## src/design/mmq_pkg.sv

```systemverilog
// shared types and constants for the multicast message queue
`timescale 1ns / 1ps
package mmq_pkg;
  localparam int Depth = 16;
  localparam int MaxSubs = 8;
  localparam int PayW = 32;
  localparam int IdW = 16;
  localparam int PtrW = $clog2(Depth) + 1;
  localparam int SlotW = $clog2(Depth);
  localparam int SubW = $clog2(MaxSubs);
  localparam int CntW = $clog2(Depth + 1);
  localparam int RcvW = $clog2(MaxSubs + 1);
  localparam int SubCntW = $clog2(MaxSubs + 1);
  localparam logic [PtrW-1:0] Nil = PtrW'(Depth);

  typedef enum logic [2:0] {
    OP_SUB = 3'd0, OP_UNSUB = 3'd1, OP_PUB = 3'd2, OP_READ = 3'd3,
    OP_COUNT = 3'd4, OP_REMOVE = 3'd5, OP_NONE6 = 3'd6, OP_NONE7 = 3'd7
  } op_t;

  typedef enum logic [2:0] {
    ST_OK = 3'd0, ST_FULL = 3'd1, ST_EMPTY = 3'd2, ST_NOSUB = 3'd3,
    ST_TFULL = 3'd4, ST_NOTFOUND = 3'd5, ST_DROPPED = 3'd6
  } status_t;

  typedef enum logic [3:0] {
    S_IDLE, S_FIND, S_DISPATCH, S_PUB, S_RD_A, S_RD_B,
    S_UN_WALK, S_UN_DEC, S_CNT, S_RM_SCAN, S_PREV, S_DROP, S_DROP2, S_OUT
  } state_t;

  typedef struct packed {
    logic [2:0] status;
    logic [PayW-1:0] rd;
    logic [CntW-1:0] count;
  } result_t;
endpackage

```

## src/design/mmq_ram.sv

```systemverilog
// generic ram with one write port and one registered read port
`timescale 1ns / 1ps
module mmq_ram #(
  parameter int Width = 8,
  parameter int Entries = 16
) (
  input  logic clk,
  input  logic we,
  input  logic [$clog2(Entries)-1:0] waddr,
  input  logic [Width-1:0] wdata,
  input  logic [$clog2(Entries)-1:0] raddr,
  output logic [Width-1:0] rdata
);
  logic [Width-1:0] mem [Entries];
  always_ff @(posedge clk) begin
    if (we) begin
      mem[waddr] <= wdata;
    end
    rdata <= mem[raddr];
  end
endmodule

```

## src/design/mmq_ctrl.sv

```systemverilog
// sequencer walking the message list one entry per step
`timescale 1ns / 1ps
module mmq_ctrl import mmq_pkg::*; (
  input  logic clk,
  input  logic rst,
  input  logic in_go,
  input  logic [2:0] in_op,
  input  logic [IdW-1:0] in_id,
  input  logic [PayW-1:0] in_pay,
  input  logic [4:0] capacity,
  output logic busy,
  output logic res_valid,
  input  logic res_take,
  output result_t res
);
  state_t state, state_next;
  logic [2:0] op;
  logic [IdW-1:0] id;
  logic [PayW-1:0] pay;
  logic sub_valid [MaxSubs];
  logic [IdW-1:0] sub_id [MaxSubs];
  logic [PtrW-1:0] sub_nu [MaxSubs];
  logic [PtrW-1:0] link [Depth];
  logic [RcvW-1:0] rcv [Depth];
  logic [PtrW-1:0] head, tail, free_head;
  logic [CntW-1:0] msg_total;
  logic [SubCntW-1:0] sub_total;
  logic [SubW:0] scan;
  logic found;
  logic [SubW-1:0] sidx;
  logic [PtrW-1:0] cur, prev, start, hit, nxt_after;
  logic claim, return_unsub;
  logic [CntW-1:0] cnt;
  logic [2:0] status;
  logic [PayW-1:0] rd;
  logic we;
  logic [SlotW-1:0] waddr, raddr;
  logic [PayW-1:0] wdata, rdata;
  logic [CntW-1:0] cap;
  logic [SubW-1:0] free_sub;
  logic free_any;

  mmq_ram #(.Width(PayW), .Entries(Depth)) u_words (
    .clk, .we, .waddr, .wdata, .raddr, .rdata
  );

  assign cap = (capacity > 5'(Depth)) ? CntW'(Depth) : CntW'(capacity);
  assign busy = (state != S_IDLE);
  assign res_valid = (state == S_OUT);
  assign res.status = status;
  assign res.rd = rd;
  assign res.count = (op == OP_COUNT) ? cnt : '0;
  assign we = (state == S_PUB) && (msg_total < cap) && (free_head != Nil)
    && (sub_total != 0);
  assign waddr = free_head[SlotW-1:0];
  assign wdata = pay;

  always_comb begin
    free_sub = '0;
    free_any = 1'b0;
    for (int i = MaxSubs - 1; i >= 0; i--) begin
      if (!sub_valid[i]) begin
        free_sub = SubW'(i);
        free_any = 1'b1;
      end
    end
  end

  always_comb begin
    raddr = cur[SlotW-1:0];
    state_next = state;
    case (state)
      S_IDLE: if (in_go) state_next = S_FIND;
      S_FIND: if (scan[SubW] || found) state_next = S_DISPATCH;
      S_DISPATCH: begin
        state_next = S_OUT;
        case (op)
          OP_UNSUB: if (found) state_next = S_UN_WALK;
          OP_PUB: state_next = S_PUB;
          OP_READ: if (found && sub_nu[sidx] != Nil) state_next = S_RD_A;
          OP_COUNT: if (found) state_next = S_CNT;
          OP_REMOVE: if (head != Nil && tail != Nil) state_next = S_RM_SCAN;
          default: ;
        endcase
      end
      S_PUB: state_next = S_OUT;
      S_RD_A: state_next = S_RD_B;
      S_RD_B: state_next = (rcv[cur[SlotW-1:0]] > 1) ? S_OUT : S_PREV;
      S_CNT: if (!(cnt < CntW'(Depth) && cur != Nil)) state_next = S_OUT;
      S_UN_WALK: begin
        if (cnt < CntW'(Depth) && cur != Nil && start != Nil) begin
          if (cur == start || claim) state_next = S_UN_DEC;
        end else state_next = S_OUT;
      end
      S_UN_DEC: state_next = (rcv[cur[SlotW-1:0]] > 1) ? S_UN_WALK : S_DROP;
      S_RM_SCAN: begin
        if (cnt >= CntW'(4) && (cur == Nil || hit >= Nil)) state_next = S_OUT;
        else if (cnt != CntW'(0) && cnt != CntW'(2) && cnt != CntW'(4) && rdata == pay)
          state_next = S_PREV;
      end
      S_PREV: if (start == hit || start == Nil || cnt >= CntW'(Depth)) state_next = S_DROP;
      S_DROP: state_next = S_DROP2;
      S_DROP2: state_next = return_unsub ? S_UN_WALK : S_OUT;
      S_OUT: if (res_take) state_next = S_IDLE;
      default: state_next = S_IDLE;
    endcase
  end

  always_ff @(posedge clk) begin
    if (rst) begin
      state <= S_IDLE;
    end else begin
      state <= state_next;
    end
  end

  always_ff @(posedge clk) begin
    if (rst) begin
      for (int i = 0; i < MaxSubs; i++) begin
        sub_valid[i] <= 1'b0;
        sub_nu[i] <= Nil;
      end
      for (int s = 0; s < Depth; s++) begin
        link[s] <= PtrW'(s + 1);
        rcv[s] <= '0;
      end
      head <= Nil;
      tail <= Nil;
      free_head <= '0;
      msg_total <= '0;
      sub_total <= '0;
    end else begin
      case (state)
        S_IDLE: if (in_go) begin
          op <= in_op; id <= in_id; pay <= in_pay;
          scan <= '0; found <= 1'b0; status <= ST_OK; rd <= '0; cnt <= '0;
        end
        S_FIND: begin
          if (!(scan[SubW] || found)) begin
            if (sub_valid[scan[SubW-1:0]] && sub_id[scan[SubW-1:0]] == id) begin
              found <= 1'b1;
              sidx <= scan[SubW-1:0];
            end
            scan <= scan + 1'b1;
          end
        end
        S_DISPATCH: begin
          case (op)
            OP_SUB: if (free_any) begin
              sub_valid[free_sub] <= 1'b1;
              sub_id[free_sub] <= id;
              sub_nu[free_sub] <= Nil;
              sub_total <= sub_total + 1'b1;
            end else status <= ST_TFULL;
            OP_UNSUB: if (!found) status <= ST_NOSUB;
            else begin
              start <= sub_nu[sidx];
              sub_valid[sidx] <= 1'b0;
              sub_nu[sidx] <= Nil;
              sub_total <= sub_total - 1'b1;
              prev <= Nil; cur <= head; claim <= 1'b0; cnt <= '0;
            end
            OP_READ: if (!found) status <= ST_NOSUB;
            else if (sub_nu[sidx] == Nil) status <= ST_EMPTY;
            else cur <= sub_nu[sidx];
            OP_COUNT: if (!found) status <= ST_NOSUB;
            else cur <= sub_nu[sidx];
            OP_REMOVE: if (head == Nil || tail == Nil) status <= ST_NOTFOUND;
            else begin
              cur <= head; cnt <= '0; hit <= Nil;
            end
            default: ;
          endcase
        end
        S_PUB: begin
          if (msg_total >= cap || free_head == Nil) status <= ST_FULL;
          else if (sub_total == 0) status <= ST_DROPPED;
          else begin
            free_head <= link[free_head[SlotW-1:0]];
            rcv[free_head[SlotW-1:0]] <= RcvW'(sub_total);
            link[free_head[SlotW-1:0]] <= Nil;
            if (tail != Nil) link[tail[SlotW-1:0]] <= free_head;
            tail <= free_head;
            if (head == Nil) head <= free_head;
            msg_total <= msg_total + 1'b1;
            for (int i = 0; i < MaxSubs; i++)
              if (sub_valid[i] && sub_nu[i] == Nil) sub_nu[i] <= free_head;
          end
        end
        S_RD_B: begin
          rd <= rdata;
          sub_nu[sidx] <= link[cur[SlotW-1:0]];
          if (rcv[cur[SlotW-1:0]] > 1) begin
            rcv[cur[SlotW-1:0]] <= rcv[cur[SlotW-1:0]] - 1'b1;
          end else begin
            rcv[cur[SlotW-1:0]] <= '0;
            hit <= cur; prev <= Nil; start <= head; cnt <= '0;
            return_unsub <= 1'b0;
          end
        end
        S_CNT: begin
          if (cnt < CntW'(Depth) && cur != Nil) begin
            cnt <= cnt + 1'b1;
            cur <= link[cur[SlotW-1:0]];
          end
        end
        S_UN_WALK: begin
          if (cnt < CntW'(Depth) && cur != Nil && start != Nil) begin
            cnt <= cnt + 1'b1;
            nxt_after <= link[cur[SlotW-1:0]];
            if (cur == start || claim) begin
              claim <= 1'b1;
            end else begin
              prev <= cur;
              cur <= link[cur[SlotW-1:0]];
            end
          end else begin
            cnt <= '0;
          end
        end
        S_UN_DEC: begin
          if (rcv[cur[SlotW-1:0]] > 1) begin
            rcv[cur[SlotW-1:0]] <= rcv[cur[SlotW-1:0]] - 1'b1;
            prev <= cur;
            cur <= nxt_after;
          end else begin
            rcv[cur[SlotW-1:0]] <= '0;
            hit <= cur;
            return_unsub <= 1'b1;
          end
        end
        S_RM_SCAN: begin
          // head first, then tail, then the list from the head
          if (cnt == CntW'(0)) begin
            cur <= head; cnt <= CntW'(1);
          end else if (cnt == CntW'(1)) begin
            if (rdata == pay) begin
              hit <= head; prev <= Nil; start <= head;
              cnt <= '0; return_unsub <= 1'b0;
            end else begin
              cur <= tail; cnt <= CntW'(2);
            end
          end else if (cnt == CntW'(2)) begin
            cnt <= CntW'(3);
          end else if (cnt == CntW'(3)) begin
            if (rdata == pay) begin
              hit <= tail; prev <= Nil; start <= head;
              cnt <= '0; return_unsub <= 1'b0;
            end else begin
              cur <= head; cnt <= CntW'(4); hit <= '0;
            end
          end else begin
            // alternate: issue read, then compare
            if (cur == Nil || hit >= Nil) begin
              status <= ST_NOTFOUND;
            end else if (cnt == CntW'(4)) begin
              cnt <= CntW'(5);
            end else begin
              if (rdata == pay) begin
                hit <= cur; prev <= Nil; start <= head;
                cnt <= '0; return_unsub <= 1'b0;
              end else begin
                cur <= link[cur[SlotW-1:0]]; cnt <= CntW'(4);
                hit <= hit + 1'b1;
              end
            end
          end
        end
        S_PREV: begin
          if (start == hit || start == Nil || cnt >= CntW'(Depth)) begin
            if (start != hit) prev <= Nil;
          end else begin
            prev <= start;
            start <= link[start[SlotW-1:0]];
            cnt <= cnt + 1'b1;
          end
        end
        S_DROP: begin
          if (prev == Nil) head <= link[hit[SlotW-1:0]];
          else link[prev[SlotW-1:0]] <= link[hit[SlotW-1:0]];
          if (tail == hit) tail <= prev;
          for (int i = 0; i < MaxSubs; i++)
            if (sub_nu[i] == hit) sub_nu[i] <= link[hit[SlotW-1:0]];
          link[hit[SlotW-1:0]] <= free_head;
          free_head <= hit;
          if (msg_total != 0) msg_total <= msg_total - 1'b1;
        end
        S_DROP2: if (return_unsub) cur <= nxt_after;
        default: ;
      endcase
    end
  end
endmodule

```

## src/design/multicast_message_queue_unit.sv

```systemverilog
// top level of the multicast message queue
//
// slave channel s_axis_* carries one command word: operation, subscriber id
// and payload. master channel m_axis_* returns one result word per command:
// status, read payload and unread count. cfg_* writes the capacity register
// (reset value 16); the user must write it only while the block is idle, the
// block itself does not enforce this. every command first passes through the
// subscriber search. a read that frees its message walks the list for its
// predecessor; count, remove and unsubscribe walk the message list, remove
// comparing payloads through the single word ram read port. one command is
// handled at a time; s_axis_tready is low from acceptance until the cycle
// after the result word is taken.
// reset (rst, synchronous) empties the list, rebuilds the free chain and
// drops all subscribers. a stalled receiver holds the result on m_axis_tdata
// and the block takes no new command until it is taken.
`timescale 1ns / 1ps
module multicast_message_queue_unit import mmq_pkg::*; (
  input  logic clk,
  input  logic rst,
  input  logic s_axis_tvalid,
  output logic s_axis_tready,
  input  logic [55:0] s_axis_tdata, // operation, subscriber_id, payload
  output logic m_axis_tvalid,
  input  logic m_axis_tready,
  output logic [39:0] m_axis_tdata, // status, read_payload, unread_count
  input  logic cfg_valid,
  output logic cfg_ready,
  input  logic [4:0] cfg_data
);
  logic [4:0] capacity;
  logic busy;
  result_t res;

  assign cfg_ready = 1'b1;
  always_ff @(posedge clk) begin
    if (rst) begin
      capacity <= 5'd16;
    end else if (cfg_valid) begin
      capacity <= cfg_data;
    end
  end

  assign s_axis_tready = !busy;

  mmq_ctrl u_ctrl (
    .clk, .rst,
    .in_go(s_axis_tvalid && !busy),
    .in_op(s_axis_tdata[2:0]),
    .in_id(s_axis_tdata[18:3]),
    .in_pay(s_axis_tdata[50:19]),
    .capacity,
    .busy,
    .res_valid(m_axis_tvalid),
    .res_take(m_axis_tready),
    .res
  );

  assign m_axis_tdata = {res.count, res.rd, res.status};
endmodule

```

## config.mk

```make
export PLATFORM = sky130hd
export DESIGN_NAME = multicast_message_queue_unit
export DESIGN_NICKNAME = d
export VERILOG_FILES = /design/src/design/mmq_pkg.sv /design/src/design/mmq_ram.sv /design/src/design/mmq_ctrl.sv /design/src/design/multicast_message_queue_unit.sv
export SDC_FILE = /design/constraint.sdc
export NUM_CORES = 1
export LEC_CHECK = 0
export BUFFER_PORTS_ARGS = -buffer_cell sky130_fd_sc_hd__clkbuf_2
export CORE_MARGIN = 4
export CORE_UTILIZATION = 45
export DETAILED_ROUTE_END_ITERATION = 12
export SETUP_SLACK_MARGIN = 0.05
export SYNTH_ARGS = -nofsm -noshare
export SYNTH_HDL_FRONTEND = slang
export SYNTH_SLANG_ARGS = --single-unit
```

## constraint.sdc

```tcl
create_clock -name clk -period 4.1 [get_ports clk]
set_input_delay 0.82 -clock clk [delete_from_list [all_inputs] [get_ports clk]]
set_output_delay 0.82 -clock clk [all_outputs]
set_load 0.005 [all_outputs]
```

==> reports/metrics.sh <==
RUN_STATUS='finished, final reports clean'
SWITCHING_POWER_W=0.00822
FINAL_MIN_PERIOD_OVER_CLOCK_PERIOD_PCT=93.8
WORST_SLEW_PIN_SLEW_NS=1.18
CLOCK_TREE_FROM_TRITONCTS='yes'
CTS.REPORTEDPATHS.CLKPINSLEW_NS=0.06
WORSTHOLDPATHTYPE='primary input to register'
SYNTH_AREA_LEADERS='sky130_fd_sc_hd__edfxtp_1 61%, sky130_fd_sc_hd__mux4_2 15%, sky130_fd_sc_hd__dfxtp_1 3.7%'
CP_SLOWEST_CELL='sky130_fd_sc_hd__mux4_1'
TIMING.CRITICAL_PATH.CELLS='mux4_1, mux4_2, ha_1, o22ai_1, o211ai_1, or3_1, inv_1'
VIA_PER_INST=6.31
CLKLATENCYLATEPIN_NS=0.71
NUM_VIAS=29000
SYNTH.CELLS.MOST_FREQUENT='958 x sky130_fd_sc_hd__edfxtp_1, 307 x sky130_fd_sc_hd__mux4_2, 194 x sky130_fd_sc_hd__nor2_1, 181 x sky130_fd_sc_hd__nand2_1, 137 x sky130_fd_sc_hd__clkbuf_1'
RSZ0062_AT_GRT='no'
DRT-PASS1-ITER-COUNT=6
TRITONCTS.NUM_BUFFERS=109
CTSRESIZECOUNT=0
GLOBALROUTEOVERFLOWTOTAL=0
PATH_MAX_FANOUT=15
DETAILEDPLACEMENTHPWL_MICRONS=88000
SYNTH_NETS=3040
FILLER_CELL_COUNT=8542
CLOCK_TREE.HTREE_LEVEL_COUNT=3
YS_SEQ_AREA_SHARE_PCT=64.5
DESIGN.CORE.AREA_SQ_UM=104000
CP-START-KIND='register'
FMAX_MHz=260
GRT_FIRST_PASS_WIRELENGTH_MICRONS=199000
MAX_CAP_VIOLATIONS=0
DRV_SLEW=0
YOSYS_MOST_USED_DFF='sky130_fd_sc_hd__edfxtp_1'
FLOORPLAN.DIE.HEIGHT_MICRONS=332
IR_DROP_V=0.000387
GRT_ANTENNA_BEFORE_REPAIR=6
SYNTHESIS.INSTANCES=2954
PATH_CLASS='register to register'
FINAL_HOLD_VIOL_COUNT=0
CTSROOTBUFFERMASTER='sky130_fd_sc_hd__clkbuf_16'
REGTOREGSETUPSLACK_NS=0.26
DIE_AREA_SQ_UM=110000
HOLD_SLACK_NS=0.278
INTERNAL-POWER_W=0.0204
FINCLKSKEW_NS=0.0646
POST_SYNTH_INSTANCE_AREA_SQ_UM=47300
WORST-ENDPOINT-ARRIVAL_NS=4.24
FIN_NETS=3202
ROUTE.FINAL.WIRE_LENGTH_MICRONS=135000
YOSYS_WARNINGS=0
SYNTH_ENABLE_FLOP_CELLS=958
CLOCK_SINKS=1045
SYNTHESIS.AREA_PER_INSTANCE_SQ_UM=16.0
P_COMB_SHARE_PCT=19.9
POWER-PER-CELL-AREA_nW_PER_UM2=533
ASYNC_RESET_FF_SHARE_PCT=0
WORST_HOLD_PATH.ENDPOINT='u_ctrl.pay[23]'
PWR-SHARE-CLK_PCT=33.8
WL_PER_CELL_MICRONS=29.4
CRIT_PATH_MAX_INCR_DELAY_NS=0.69
POST_SYNTH_NUM_CELL_TYPES=100
SLEW_HEADROOM_PCT=21.2
ROW_COUNT=118
SYNTHMOSTINSTANTIATEDCELL='sky130_fd_sc_hd__edfxtp_1'
POST_SYNTHESIS_TO_FINAL_LAYOUT_AREA_GROWTH_PCT=13.7
PLACE.GP.CONGESTION=0.968
WORST_HOLD_STARTPOINT='s_axis_tdata[42]'
CLOCK_PATH_BUFFERS=3
STATIC-LEAKAGE-POWER_nW=17.6
PWR-SHARE-SEQ_PCT=46.3
CTS.REPAIR_TIMING.SETUP_BUFFER_COUNT=0
GRT_MAX_DEGREE=87
IO_PINS=109
WORSTREGTOREGCELLS=7
CTS.HOLD.BUFFERS_ADDED=0
INSERTEDDIODECOUNT=0
FIN_TNS_SETUP_NS=0
PLACE.PORT_BUFFERS=102
PERIOD_NEEDED_NS=3.84
FINAL_LAYOUT_SIZE_SUFFIX_GT1_SHARE_PCT=25.1
P_SW_SHARE_PCT=28.7
DRT.ANTENNA.VIOLATING_NETS=0
WORSTPATHREQUIRED_NS=4.50
DIE_X_MICRONS=332
VIAS_IN_THE_FIRST_GLOBAL_ROUTE=29200
HOLD-PATH-CELL-COUNT=1
SETUP_VIOL=0
YOSYS_REGISTER_BITS=1045
YOSYSTOPAREACELLSHARE_PCT=60.8
P_TOTAL_W=0.0287
INITIAL_UTILIZATION_PCT=45.5
TRACK_USAGE_PCT=24.1
WORST_SETUP_PATH_END_KIND='register'
DRT-INITIAL-DRC-COUNT=3652
YOSYSTOPAREACELL='sky130_fd_sc_hd__edfxtp_1'
DRCVIOLATIONCOUNT=0
REG2REG_CAPTURE_POINT='u_ctrl.cur[4]'
==> worst max path at each step <==
stage / end / depth (start not counted)
floorplan: u_ctrl.rd[0] / 5
global placement: u_ctrl.cur[4] / 7
detailed placement: u_ctrl.cur[4] / 7
CTS: u_ctrl.cur[4] / 7
global route: u_ctrl.cur[4] / 7
finish: u_ctrl.cur[4] / 7
==> critical path: cells and delay by family, from the launching register on <==
| kind | cells | cell delay, ns |
|---|---|---|
| multiplexers | 2 | 1.23 |
| AO/OA/AOI/OAI | 2 | 0.70 |
| flip-flops | 1 | 0.64 |
| AND/OR/NAND/NOR | 1 | 0.50 |
| buffers and inverters | 1 | 0.23 |
| adder cells (fa/ha/maj) | 1 | 0.22 |
==> sequential cells by signal, indices dropped and copies added, names as in the netlist, 4 cells and up, named ones only <==
name,cells
u_ctrl.nxt_after,5
u_ctrl.sub_nu,40
u_ctrl.rcv,64
u_ctrl.prev,5
u_ctrl.sub_total,4
u_ctrl.id,16
u_ctrl.scan,4
u_ctrl.sub_valid,8
u_ctrl.link,80
u_ctrl.pay,32
u_ctrl.msg_total,5
u_ctrl.cur,5
u_ctrl.tail,5
u_ctrl.head,5
u_ctrl.cnt,5
u_ctrl.start,5
u_ctrl.rd,32
u_ctrl.u_words.mem,512
capacity,5
u_ctrl.sub_id,128
u_ctrl.u_words.rdata,32
u_ctrl.state,4
u_ctrl.free_head,5
u_ctrl.hit,5
==> layer usage <==
metal,up-vias,global-route usage (%),part of all wire (%)
li1,12200,-,-
met1,15000,33.8,41
met2,1453,38.6,48
met3,289,4.14,8.1
met4,2,8.30,3.6
met5,-,0,0.0089
==> layout make-up <==
type	instances	area (sq um)	area share [%]
inverters	50	188	0.349
clock inverters	56	603	1.12
clock buffers	146	2950	5.48
multi-input cells	1660	15900	29.6
flip-flops and latches	1045	30500	56.7
well taps	1380	1730	3.21
repair buffers	250	1870	3.48
==> cell usage in the layout (no fill, tap or decap), drive strengths merged, types with 31 or more instances in the layout <==
master	netlist	final
dfxtp	87	87
o22ai	50	50
inv	48	51
nand3	62	62
o21ai	77	77
mux2i	59	59
clkinv	2	43
mux4	315	315
xnor2	35	35
nand2	181	181
mux2	32	32
edfxtp	958	958
clkbuf	138	248
xor2	79	79
nor3	51	51
nor2	205	205
a21oi	67	67
and3	45	45
nor4	31	31
buf	61	148
==> per-stage QoR <==
stage          setup slack [ns]  instances  instance area (sq um)  util, %
2_1_floorplan             0.441       2954                  47300        -
3_3_place_gp              0.380       4385                  50200     48.3
3_5_place_dp              0.340       4385                  50200     48.3
4_1_cts                   0.311       4587                  53800     51.7
5_1_grt                   0.108       4587                  53800     51.7
6_report                  0.255       4587                  53800     51.7
==> kinds of logic (layout without fill, tap and decap cells) <==
family          Yosys count  after routing  share of synthesized area, %
mux                     406            406                          17.1
compound gates          414            414                          6.08
flops                  1045           1045                          64.5
other cells               1              1                       0.00793
xor+xnor                114            114                          2.11
simple gates            705            705                          7.48
fa+ha+maj                20             20                         0.561
buf+inv                 249            502                          2.18
==> power by group through the flow <==
stage,registers (W),logic [W],clock network (W)
3_5_place_dp,0.0135,0.00566,0
3_3_place_gp,0.0134,0.00562,0
4_1_cts,0.0133,0.00568,0.00988
6_report,0.0133,0.00570,0.00969
2_1_floorplan,0.0130,0.00399,0
5_1_grt,0.0134,0.00606,0.0104
Note: power is estimated with default switching activity, not from simulation.
